<file path="config.mk">
export PLATFORM = sky130hd
export DESIGN_NAME = cartridge_bank_mapper_unit
export DESIGN_NICKNAME = d
export VERILOG_FILES = /design/src/design/cbm_pkg.sv /design/src/design/cbm_bank_regs.sv /design/src/design/cbm_translate.sv /design/src/design/cartridge_bank_mapper_unit.sv
export SDC_FILE = /design/constraint.sdc
export NUM_CORES = 1
export LEC_CHECK = 0
export BUFFER_PORTS_ARGS = -buffer_cell sky130_fd_sc_hd__buf_2
export CAP_MARGIN = 20
export CORE_UTILIZATION = 45
export CTS_BUF_LIST = sky130_fd_sc_hd__clkbuf_8
export CTS_CLUSTER_SIZE = 14
export DETAILED_ROUTE_END_ITERATION = 10
export GPL_TIMING_DRIVEN = 0
export PLACE_DENSITY = 0.68
export SLEW_MARGIN = 20
export SYNTH_ARGS = -nofsm -noshare
export SYNTH_HDL_FRONTEND = slang
export SYNTH_SLANG_ARGS = --single-unit
</file>
<file path="constraint.sdc">
create_clock -name clk -period 2.65 [get_ports clk]
set_input_delay 0 -clock clk [delete_from_list [all_inputs] [get_ports clk]]
set_output_delay 0 -clock clk [all_outputs]
set_load 0.005 [all_outputs]
</file>
<file path="src/design/cbm_pkg.sv">
`default_nettype none

package cbm_pkg;

    // field widths
    localparam int unsigned ADDR_W     = 16;
    localparam int unsigned DATA_W     = 8;
    localparam int unsigned ROM_W      = 23;
    localparam int unsigned RAM_W      = 17;
    localparam int unsigned KIND_W     = 2;
    localparam int unsigned ROM_BANK_W = 9;
    localparam int unsigned RAM_BANK_W = 4;
    localparam int unsigned ROM_OFS_W  = 14;
    localparam int unsigned RAM_OFS_W  = 13;

    // default physical address widths
    localparam int unsigned ROM_ADDR_BITS_DEF = 23;
    localparam int unsigned RAM_ADDR_BITS_DEF = 17;

    // command codes
    localparam logic CMD_READ  = 1'b0;
    localparam logic CMD_WRITE = 1'b1;

    // target codes
    localparam logic [1:0] TGT_ROM  = 2'd0;
    localparam logic [1:0] TGT_RAM  = 2'd1;
    localparam logic [1:0] TGT_REG  = 2'd2;
    localparam logic [1:0] TGT_NONE = 2'd3;

    // mapper kinds; anything above MBC3 behaves as MBC5
    localparam logic [KIND_W-1:0] KIND_MBC1 = 2'd0;
    localparam logic [KIND_W-1:0] KIND_MBC3 = 2'd1;
    localparam logic [KIND_W-1:0] KIND_MBC5 = 2'd2;

    // register window codes: bus_address[14:12]
    localparam logic [2:0] WIN_RAMEN_0 = 3'd0;
    localparam logic [2:0] WIN_RAMEN_1 = 3'd1;
    localparam logic [2:0] WIN_ROMB_LO = 3'd2;
    localparam logic [2:0] WIN_ROMB_HI = 3'd3;
    localparam logic [2:0] WIN_RAMB_0  = 3'd4;
    localparam logic [2:0] WIN_RAMB_1  = 3'd5;

    localparam logic [ROM_BANK_W-1:0] ROM_BANK_RESET = 9'd1;
    localparam logic [DATA_W-1:0]     RAM_EN_KEY     = 8'h0A;

    typedef struct packed {
        logic              command;
        logic [ADDR_W-1:0] bus_address;
        logic [DATA_W-1:0] write_data;
    } req_item_t;

    typedef struct packed {
        logic [1:0]       target;
        logic [ROM_W-1:0] rom_address;
        logic [RAM_W-1:0] ram_address;
        logic             read_zero;
        logic             ram_disabled_error;
    } rsp_item_t;

    typedef struct packed {
        logic                  ram_enable;
        logic [ROM_BANK_W-1:0] rom_bank;
        logic [RAM_BANK_W-1:0] ram_bank_latch;
        logic [RAM_BANK_W-1:0] eff_ram_bank;
        logic                  bank_mode;
        logic                  rtc_active;
    } bank_state_t;

    typedef struct packed {
        logic              en;
        logic [2:0]        win;
        logic [DATA_W-1:0] data;
    } bank_write_t;

endpackage

`default_nettype wire

</file>
<file path="src/design/cbm_bank_regs.sv">
`default_nettype none

// Bank register file; updated by writes below 0x8000.
module cbm_bank_regs
(
    input  wire                              clk,
    input  wire                              rst_n,
    input  wire logic [cbm_pkg::KIND_W-1:0]  kind,
    input  wire cbm_pkg::bank_write_t        wr,
    output cbm_pkg::bank_state_t             state
);

    cbm_pkg::bank_state_t state_reg;
    cbm_pkg::bank_state_t state_next;

    logic [4:0] mbc1_bank;
    logic [6:0] mbc3_bank;

    assign mbc1_bank = (wr.data[4:0] == 5'd0) ? 5'd1 : wr.data[4:0];
    assign mbc3_bank = (wr.data[6:0] == 7'd0) ? 7'd1 : wr.data[6:0];

    always_comb
    begin
        state_next = state_reg;
        if (wr.en)
        begin
            if (wr.win == cbm_pkg::WIN_RAMEN_0 || wr.win == cbm_pkg::WIN_RAMEN_1)
            begin
                state_next.ram_enable =
                    ((wr.data & cbm_pkg::RAM_EN_KEY) == cbm_pkg::RAM_EN_KEY);
            end
            else if (kind == cbm_pkg::KIND_MBC1)
            begin
                case (wr.win)
                    cbm_pkg::WIN_ROMB_LO, cbm_pkg::WIN_ROMB_HI:
                        state_next.rom_bank = {4'd0, mbc1_bank};
                    cbm_pkg::WIN_RAMB_0, cbm_pkg::WIN_RAMB_1:
                        state_next.ram_bank_latch = {2'd0, wr.data[1:0]};
                    default:
                        state_next.bank_mode = wr.data[0];
                endcase
                // bank takes effect according to the (new) mode
                if (!state_next.bank_mode)
                begin
                    state_next.rom_bank = {2'd0, state_next.ram_bank_latch[1:0],
                                           state_next.rom_bank[4:0]};
                end
                else
                begin
                    state_next.rom_bank     = {4'd0, state_next.rom_bank[4:0]};
                    state_next.eff_ram_bank = state_next.ram_bank_latch;
                end
            end
            else if (kind == cbm_pkg::KIND_MBC3)
            begin
                case (wr.win)
                    cbm_pkg::WIN_ROMB_LO, cbm_pkg::WIN_ROMB_HI:
                        state_next.rom_bank = {2'd0, mbc3_bank};
                    cbm_pkg::WIN_RAMB_0, cbm_pkg::WIN_RAMB_1:
                    begin
                        if (wr.data > 8'd3)
                        begin
                            state_next.rtc_active = 1'b1;
                        end
                        else
                        begin
                            state_next.rtc_active     = 1'b0;
                            state_next.ram_bank_latch = {2'd0, wr.data[1:0]};
                            state_next.eff_ram_bank   = {2'd0, wr.data[1:0]};
                        end
                    end
                    default:
                        ; // mode register ignored
                endcase
            end
            else
            begin
                case (wr.win)
                    cbm_pkg::WIN_ROMB_LO:
                        state_next.rom_bank[7:0] = wr.data;
                    cbm_pkg::WIN_ROMB_HI:
                        state_next.rom_bank[8] = wr.data[0];
                    cbm_pkg::WIN_RAMB_0, cbm_pkg::WIN_RAMB_1:
                    begin
                        state_next.ram_bank_latch = wr.data[3:0];
                        state_next.eff_ram_bank   = wr.data[3:0];
                    end
                    default:
                        ;
                endcase
            end
        end
    end

    always_ff @(posedge clk or negedge rst_n)
    begin
        if (!rst_n)
        begin
            state_reg.ram_enable     <= 1'b0;
            state_reg.rom_bank       <= cbm_pkg::ROM_BANK_RESET;
            state_reg.ram_bank_latch <= '0;
            state_reg.eff_ram_bank   <= '0;
            state_reg.bank_mode      <= 1'b0;
            state_reg.rtc_active     <= 1'b0;
        end
        else
        begin
            state_reg <= state_next;
        end
    end

    assign state = state_reg;

endmodule

`default_nettype wire

</file>
<file path="src/design/cbm_translate.sv">
`default_nettype none

// Address decode and ROM/RAM translation against the current bank state.
module cbm_translate
#(
    parameter int unsigned ROM_ADDR_BITS = cbm_pkg::ROM_ADDR_BITS_DEF,
    parameter int unsigned RAM_ADDR_BITS = cbm_pkg::RAM_ADDR_BITS_DEF
)
(
    input  wire cbm_pkg::req_item_t          req,
    input  wire cbm_pkg::bank_state_t        state,
    input  wire logic [cbm_pkg::KIND_W-1:0]  kind,
    output cbm_pkg::rsp_item_t               rsp,
    output cbm_pkg::bank_write_t             wr
);

    logic                               is_low;
    logic                               is_ram;
    logic [cbm_pkg::ROM_BANK_W-1:0]     rom_bank;
    logic [cbm_pkg::ROM_W-1:0]          rom_full;
    logic [cbm_pkg::RAM_W-1:0]          ram_full;

    assign is_low   = !req.bus_address[15];
    assign is_ram   = (req.bus_address[15:13] == 3'b101);
    // fixed area 0x0000-0x3FFF always maps bank 0
    assign rom_bank = req.bus_address[14] ? state.rom_bank : '0;
    assign rom_full = {rom_bank, req.bus_address[cbm_pkg::ROM_OFS_W-1:0]};
    assign ram_full = {state.eff_ram_bank, req.bus_address[cbm_pkg::RAM_OFS_W-1:0]};

    assign wr.en   = is_low && (req.command == cbm_pkg::CMD_WRITE);
    assign wr.win  = req.bus_address[14:12];
    assign wr.data = req.write_data;

    always_comb
    begin
        rsp = '0;
        if (is_low)
        begin
            if (req.command == cbm_pkg::CMD_WRITE)
            begin
                rsp.target = cbm_pkg::TGT_REG;
            end
            else
            begin
                rsp.target      = cbm_pkg::TGT_ROM;
                rsp.rom_address = cbm_pkg::ROM_W'(rom_full[ROM_ADDR_BITS-1:0]);
            end
        end
        else if (is_ram)
        begin
            rsp.target             = cbm_pkg::TGT_RAM;
            rsp.ram_address        = cbm_pkg::RAM_W'(ram_full[RAM_ADDR_BITS-1:0]);
            rsp.read_zero          = (kind == cbm_pkg::KIND_MBC3) && state.rtc_active;
            rsp.ram_disabled_error = !state.ram_enable;
        end
        else
        begin
            rsp.target = cbm_pkg::TGT_NONE;
        end
    end

endmodule

`default_nettype wire

</file>
<file path="src/design/cartridge_bank_mapper_unit.sv">
`default_nettype none

// Channel | Signals                          | Direction | Notes
// --------+----------------------------------+-----------+-------------------------------
// req     | req_valid, req_ready, req_data   | in        | one bus access per request
// rsp     | rsp_valid, rsp_ready, rsp_data   | out       | one translation result per request
// cfg     | cfg_valid, cfg_ready, cfg_data   | in        | mapper kind; always ready
//
// Two registers deep: a request lands in the input register, then its result moves to
// the result register, and rsp_valid rises as it is loaded. Throughput is one request
// per clock while rsp_ready is held. Bank registers update as a request moves to the
// result register, so each request sees the effect of all earlier writes. A stalled
// rsp holds the result register; the input register still fills, then req_ready drops
// until the result is taken. Reset: kind MBC1, bank state, valids.
module cartridge_bank_mapper_unit
#(
    parameter int unsigned ROM_ADDR_BITS = cbm_pkg::ROM_ADDR_BITS_DEF,
    parameter int unsigned RAM_ADDR_BITS = cbm_pkg::RAM_ADDR_BITS_DEF
)
(
    input  wire                              clk,
    input  wire                              rst_n,

    input  wire                              req_valid,
    output logic                             req_ready,
    input  wire cbm_pkg::req_item_t          req_data,

    output logic                             rsp_valid,
    input  wire                              rsp_ready,
    output cbm_pkg::rsp_item_t               rsp_data,

    input  wire                              cfg_valid,
    output logic                             cfg_ready,
    input  wire logic [cbm_pkg::KIND_W-1:0]  cfg_data
);

    // mapper kind register
    logic [cbm_pkg::KIND_W-1:0] kind_reg;

    // input register
    logic                       in_valid_reg;
    cbm_pkg::req_item_t         in_item_reg;

    // result register
    logic                       out_valid_reg;
    cbm_pkg::rsp_item_t         out_item_reg;

    cbm_pkg::bank_state_t       bank_state;
    cbm_pkg::bank_write_t       xlat_wr;
    cbm_pkg::bank_write_t       bank_wr;
    cbm_pkg::rsp_item_t         xlat_rsp;

    logic                       advance;   // input register moves to result register

    assign advance   = in_valid_reg && (!out_valid_reg || rsp_ready);
    assign req_ready = !in_valid_reg || advance;
    assign cfg_ready = 1'b1;

    // bank registers only change on the cycle the request is retired into
    // the result register
    always_comb
    begin
        bank_wr    = xlat_wr;
        bank_wr.en = xlat_wr.en && advance;
    end

    cbm_translate
    #(
        .ROM_ADDR_BITS (ROM_ADDR_BITS),
        .RAM_ADDR_BITS (RAM_ADDR_BITS)
    )
    u_translate
    (
        .req   (in_item_reg),
        .state (bank_state),
        .kind  (kind_reg),
        .rsp   (xlat_rsp),
        .wr    (xlat_wr)
    );

    cbm_bank_regs u_bank_regs
    (
        .clk   (clk),
        .rst_n (rst_n),
        .kind  (kind_reg),
        .wr    (bank_wr),
        .state (bank_state)
    );

    always_ff @(posedge clk or negedge rst_n)
    begin
        if (!rst_n)
        begin
            kind_reg      <= cbm_pkg::KIND_MBC1;
            in_valid_reg  <= 1'b0;
            out_valid_reg <= 1'b0;
        end
        else
        begin
            if (cfg_valid && cfg_ready)
            begin
                kind_reg <= cfg_data;
            end

            if (req_ready)
            begin
                in_valid_reg <= req_valid;
            end

            if (advance)
            begin
                out_valid_reg <= 1'b1;
            end
            else if (rsp_ready)
            begin
                out_valid_reg <= 1'b0;
            end
        end
    end

    // payload registers, no reset
    always_ff @(posedge clk)
    begin
        if (req_valid && req_ready)
        begin
            in_item_reg <= req_data;
        end
        if (advance)
        begin
            out_item_reg <= xlat_rsp;
        end
    end

    assign rsp_valid = out_valid_reg;
    assign rsp_data  = out_item_reg;

endmodule

`default_nettype wire

</file>
; After elaboration in Yosys (flattened, before gate mapping)
; Cells that the tools add are included.
[word_totals]
ff_bits = 93
input_bits = 32
output_inout_bits = 47
[op_classes]
n_lt_le_gt_ge = 1
n_eq_ne = 11
muxes = 24
bitwise_logic = 3
n_reduce_logical = 33
[ops]
columns = cell, count
row1 = $mux 17, 2
row2 = $mux 8, 4
row3 = $mux 7, 2
row4 = $reduce_and 4->1, 3
row5 = $mux 5, 2
row6 = $reduce_and 5->1, 2
row7 = $eq 3x3->1 const B, 3
row8 = $mux 9, 1
row9 = $gt 8x2->1 const B, 1
row10 = $mux 1, 8
row11 = $mux 4, 2
row12 = $logic_not 7->1, 1
row13 = $eq 3x2->1 const B, 2
row14 = $mux 2, 3
row15 = $ne 3x2->1 const B, 2
row16 = $reduce_bool 3->1, 2
row17 = $reduce_or 2->1, 3
row18 = $logic_and 1x1->1, 5
row19 = $logic_not 5->1, 1
row20 = $logic_not 1->1, 4
row21 = $reduce_and 2->1, 2
row22 = $reduce_bool 2->1, 2
row23 = $reduce_or 4->1, 1
row24 = $eq 3x1->1 const B, 1
row25 = other kinds (9), 13

; Depth between registers and ports, before layout
[logic_depth]
word_depth = 8
ltp_mapped = 7
mapped_depth_nobuf = 6

; Cells and area by module
; A second synthesis with hierarchy kept.
[unflattened]
hier_cells = 237
area_unflattened_um2 = 3747.3
[modules_own_cells]
columns = module, n_inst, cells_each, area_each_um2, seq_area_each_um2
row1 = cartridge_bank_mapper_unit, 1, 84, 2268.4, 2172.1
row2 = cbm_bank_regs, 1, 91, 1059.8, 501.7
row3 = cbm_translate, 1, 62, 419.2, 0.0

; Least setup slack after synthesis
; Ideal clock, no wire load.
[synth_path]
path_kind = register to register
start = register out_valid_reg (netlist: rsp_valid)
end = register u_bank_regs.state_reg, in the netlist u_bank_regs.state[19]
setup_ps = 128
arrival_time_ps = 1984
path_slack_ps = 538
path_stages_with_launch = 5
path_buffers = 0
period_less_slack_ps = 2112
cell_sequence = dfrtp_1 > nand2b_1 > and2_1 > nand4b_1 > mux2i_1
[synth_between]
elab_chain_len = 5
[synth_lines]
columns = element, line
row1 = start: declaration, cartridge_bank_mapper_unit.sv:45  ; logic out_valid_reg;
row2 = start signal: assignment, cartridge_bank_mapper_unit.sv:96  ; out_valid_reg <= 1'b0;
row3 = start signal: assignment, cartridge_bank_mapper_unit.sv:112  ; out_valid_reg <= 1'b1;
row4 = start signal: assignment, cartridge_bank_mapper_unit.sv:116  ; out_valid_reg <= 1'b0;
row5 = $logic_not 1->1, cartridge_bank_mapper_unit.sv:55  ; assign advance = in_valid_reg && (!out_valid_reg || rsp_ready);
row6 = $logic_or 1x1->1, cartridge_bank_mapper_unit.sv:55
row7 = $logic_and 1x1->1, cartridge_bank_mapper_unit.sv:55
row8 = named net advance, cartridge_bank_mapper_unit.sv:53  ; logic advance;
row9 = $logic_and 1x1->1, cartridge_bank_mapper_unit.sv:64  ; bank_wr.en = xlat_wr.en && advance;
row10 = $reduce_and 2->1 (no source line), n/a
row11 = end signal: assignment, cbm_bank_regs.sv:108  ; state_reg <= state_next;
row12 = end: declaration, cbm_bank_regs.sv:13  ; cbm_pkg::bank_state_t state_reg;
; The timed path passes the listed nets, and every way through them passes these cells.
; A chain may end at the register's enable or synchronous reset.

; Worst setup path in the final report
[layout_path]
start = register in_item_reg[22] (netlist bit)
end = register u_bank_regs.state_reg, in the netlist u_bank_regs.state[8]
[layout_between]
elab_chain_len = 4
word_cells_on_any_way = 11
cone_classes = 3 x eq/ne / 2 x mux / 1 x bitwise / 5 x reduce/logical
[layout_lines]
columns = element, line
row1 = start: declaration, cartridge_bank_mapper_unit.sv:42  ; cbm_pkg::req_item_t in_item_reg;
row2 = start signal: assignment, cartridge_bank_mapper_unit.sv:126  ; in_item_reg <= req_data;
row3 = "$eq 3x3->1, or another cell as far along", "cbm_bank_regs.sv:34, cbm_bank_regs.sv:56, cbm_bank_regs.sv:78"
row4 = $reduce_or 2->1 or $logic_or 1x1->1 (tied branches), n/a
row5 = "$reduce_bool 2->1 (no source line), or another cell as far along", n/a
row6 = $reduce_and 4->1 (no source line) or $mux 17 (tied branches), n/a
; Several ways; a longest one is shown, not always the timed one.

==> qor_table.md <==
| Quantity | This run | Unit |
|---|---|---|
| Status | complete, no violations | - |
| Largest net degree at the start of global routing | 32 | - |
| Die width | 92.38 | um |
| Setup-failing EPs final | 0 | - |
| CTS clock-pin slew for the worst setup and hold paths | 0.09 | ns |
| # rows | 32 | - |
| Via density per instance | 4.959 | - |
| Number of pins with negative max-slew slack in the final report | 0 | - |
| Cell Area, Synth | 3676 | um^2 |
| Warning count from the yosys run | 0 | - |
| Starting density of the core | 47.08 | % |
| Max Clock Freq | 0.4391 | GHz |
| HPWL reported at the end of detailed placement | 4592 | um |
| Number of nets in the synthesized netlist | 272 | - |
| Category of the worst setup path capture point | flop | - |
| Sum of negative setup slack | 0 | ns |
| Final antenna diode count | 0 | - |
| Area share of the largest cell type after synthesis | 56.36 | % |
| EDFF count, synth | 69 | - |
| Leak | 2.046 | nW |
| Post-route fraction of the period consumed by the critical path | 85.94 | % |
| GR Util All Layers | 17.17 | % |
| Highest ir drop seen on vdd | 0.0003427 | V |
| Cell variety after synth | 41 | - |
| Synthesized-area fraction occupied by xor and xnor cells | 0 | % |
| Number of filler instances in the final layout | 614 | - |
| Cell types occupying the most area after synthesis | sky130_fd_sc_hd__edfxtp_1, sky130_fd_sc_hd__dfrtp_1, sky130_fd_sc_hd__mux2_2 | - |
| Number of nets with antenna violations after routing | 0 | - |
| Compound-cell area share of the yosys netlist | 2.757 | % |
| Time the final worst path needs with I/O delays and setup | 2.277 | ns |
| Most used flip-flop cell after synthesis | sky130_fd_sc_hd__edfxtp_1 | - |
| Area share of fa/ha/maj cells after synthesis | 1.021 | % |
| Class of the most critical hold timing path | input pin to asynchronous set/reset pin | - |
| Routed via count | 2306 | - |
| Remaining max-slew budget at the tightest pin | 58.53 | % |
| Sequential-to-total area share from yosys stat | 72.74 | % |
| Vias in the first global route | 2267 | - |
| Starting DRC count in detailed routing | 98 | - |
| Post-route cell area | 4736 | um^2 |
| Global-route congestion overflow total | 0 | - |
| Largest fanout on the critical path | 14 | - |
| DRC violation count after routing | 0 | - |
| Total clock buffers created by CTS | 9 | - |
| Total detailed-routing wirelength | 6769 | um |
| Growth of design area from synthesis to finish | 28.83 | % |
| Final hold slack | 0.1499 | ns |
| Number of antenna violations at the first check in global routing | 0 | - |
| Critical path cell sequence | inv_1 > ha_1 > nor2_1 > nand4_1 > nor3_1 > mux2_2 | - |
| Wire length per cell after detailed routing | 14.56 | um |
| PwrDens | 661.4 | nW/um^2 |
| Arrival time at the worst endpoint | 2.53 | ns |
| Last weighted congestion value of the routability-driven placer | 0.9056 | - |
| Fin worst setup slack | 0.3725 | ns |
| Worst R2R Setup Slack | 0.37 | ns |
| Simple-gate area share of the yosys netlist | 14.13 | % |
| Number of H-tree levels | 3 | - |
| RSZ-0062 raised after global routing | false | - |
| Post-DP Area | 4212 | um^2 |
| Port Buffers | 77 | - |
| Area of the core | 7807 | um^2 |
| Multiplexer share of the synthesized area | 7.352 | % |
| Fraction of final layout cells sized beyond drive strength 1 | 34.71 | % |
| Slew at the pin closest to its max-slew limit | 0.6220 | ns |
| Power consumption | 3.132 | mW |
| Die ar. | 8534 | um^2 |
| Maximum buffer depth of the clock tree | 2 | - |
| Worst clock skew on the final layout | 0.009902 | ns |
| Slowest cell delay on critical path | 0.60 | ns |
| Number of search-and-repair iterations in the first detailed-routing pass | 4 | - |
| Critical path class | flop to flop | - |
| Synthesized instance count | 237 | - |
| Final count of hold timing violations | 0 | - |
| Global-route wire length before repair | 10830 | um |
| Required time at the endpoint of the critical path | 2.90 | ns |
| Number of flip-flops and latches in the synthesized netlist | 93 | - |
| Vertical extent of the die | 92.38 | um |
| Skew-Pair Late Insertion Delay | 0.36 | ns |
| Commonest cells after routing, fill and taps aside | sky130_fd_sc_hd__buf_2, sky130_fd_sc_hd__edfxtp_1, sky130_fd_sc_hd__dlygate4sd3_1 | - |
| Most common library cell in the layout ignoring fill and taps | sky130_fd_sc_hd__buf_2 | - |
| Slowest cell on the critical path | sky130_fd_sc_hd__edfxtp_1 | - |
| Critical path launch point type | flop | - |
| # IOs | 79 | - |
| Max-cap violation count | 0 | - |
| Multi-input logic area | 934.6 | um^2 |
| Fraction of synthesis flops using an asynchronous set or reset pin | 25.81 | % |
| Post-synthesis area per instance | 15.51 | um^2 |
| CTS Root Buffer Type | sky130_fd_sc_hd__clkbuf_8 | - |
| Combined flip-flop and latch cell area | 2674 | um^2 |
| Final-stage net count | 393 | - |
| Count of cells resized by post-cts repair | 0 | - |
| Largest area contributor in the netlist | sky130_fd_sc_hd__edfxtp_1 | - |
| Sink Count | 93 | - |
| Worst Setup Slack post-DPL | 0.1867 | ns |
| Combinational family with the most area after synthesis | simple AND/OR/NAND/NOR gates | - |
| Clock tree from TritonCTS | built | - |
| Largest register FFs | 44 | - |
[cells by family after synthesis]
family / Yosys count
DFF: 93
and+or+nand+nor: 85
muxes: 24
buffers and inverters: 16
AOI/OAI and AO/OA: 15
adders and majority gates: 3
other: 1
[where the power goes]
part	internal (mW)	switching [mW]
Sequential	1.75	0.0713
Clock	0.439	0.498
Combinational	0.201	0.175
[per-layer routing]
layer	global-route usage [%]	up-vias	routed length (um)
li1	-	1122	-
met1	21.91	1113	3068
met2	27.96	64	3293
met3	4.926	7	312
met4	6.120	0	95
met5	0	-	0
[final cells by class]
cell class              count  share of cell area (%)
plain buffers              11                   1.083
clock buffers               9                   2.616
clock inverters             7                   1.559
inverters                   4                  0.3170
multi-input cells         128                   19.74
flip-flops and latches     93                   56.46
well taps                 102                   2.695
repair buffers            111                   15.54
[worst paths after layout]
check,from,to,depth (start not counted)
max,in_item_reg[22],u_bank_regs.state[8],6
min,rst_n,u_bank_regs.state[13],2
max reg2reg,in_item_reg[22],u_bank_regs.state[8],6
min reg2reg,u_bank_regs.state[10],u_bank_regs.state[10],2
max in group asynchronous,rst_n,kind_reg[1],2
min in group clk,req_data[14],in_item_reg[14],2
[what timing repair did]
action / CTS / global route
endpoints found under the setup margin: 0 / 2
setup buffers: 0 / 0
endpoints found under the hold margin: 53 / 0
hold buffers: 33 / 0
[synthesized netlist by cell type (2+ instances only)]
master and n:
sky130_fd_sc_hd__nand2_1 7, sky130_fd_sc_hd__nor2_1 8, sky130_fd_sc_hd__clkbuf_1 8, sky130_fd_sc_hd__nand4b_1 2, sky130_fd_sc_hd__buf_2 2, sky130_fd_sc_hd__inv_1 4
sky130_fd_sc_hd__dfrtp_1 23, sky130_fd_sc_hd__and2_1 15, sky130_fd_sc_hd__nor2b_1 3, sky130_fd_sc_hd__nand4_1 4, sky130_fd_sc_hd__ha_1 3, sky130_fd_sc_hd__o31ai_1 2
sky130_fd_sc_hd__a31oi_1 2, sky130_fd_sc_hd__edfxtp_1 69, sky130_fd_sc_hd__nand3b_1 2, sky130_fd_sc_hd__and3_1 27, sky130_fd_sc_hd__nor3_1 4, sky130_fd_sc_hd__mux2_2 19
sky130_fd_sc_hd__mux2i_1 3, sky130_fd_sc_hd__o21ai_0 4, sky130_fd_sc_hd__nand2b_1 4, sky130_fd_sc_hd__buf_4 2, sky130_fd_sc_hd__a21oi_1 2
[per-stage QoR]
| stage | std cells | util (%) |
|---|---|---|
| after floorplan | 237 | - |
| after global placement | 416 | 53.65 |
| after detailed placement | 417 | 53.94 |
| after CTS | 466 | 60.71 |
| after global routing | 465 | 60.66 |
| final | 465 | 60.66 |
[critical path: cells and delay by family (launching register included)]
family,cells,cell delay (ns)
buf+inv,1,0.14
mux,1,0.37
simple gates,3,0.84
flops,1,0.60
fa+ha+maj,1,0.22
Power figures use the tool's default switching activity.
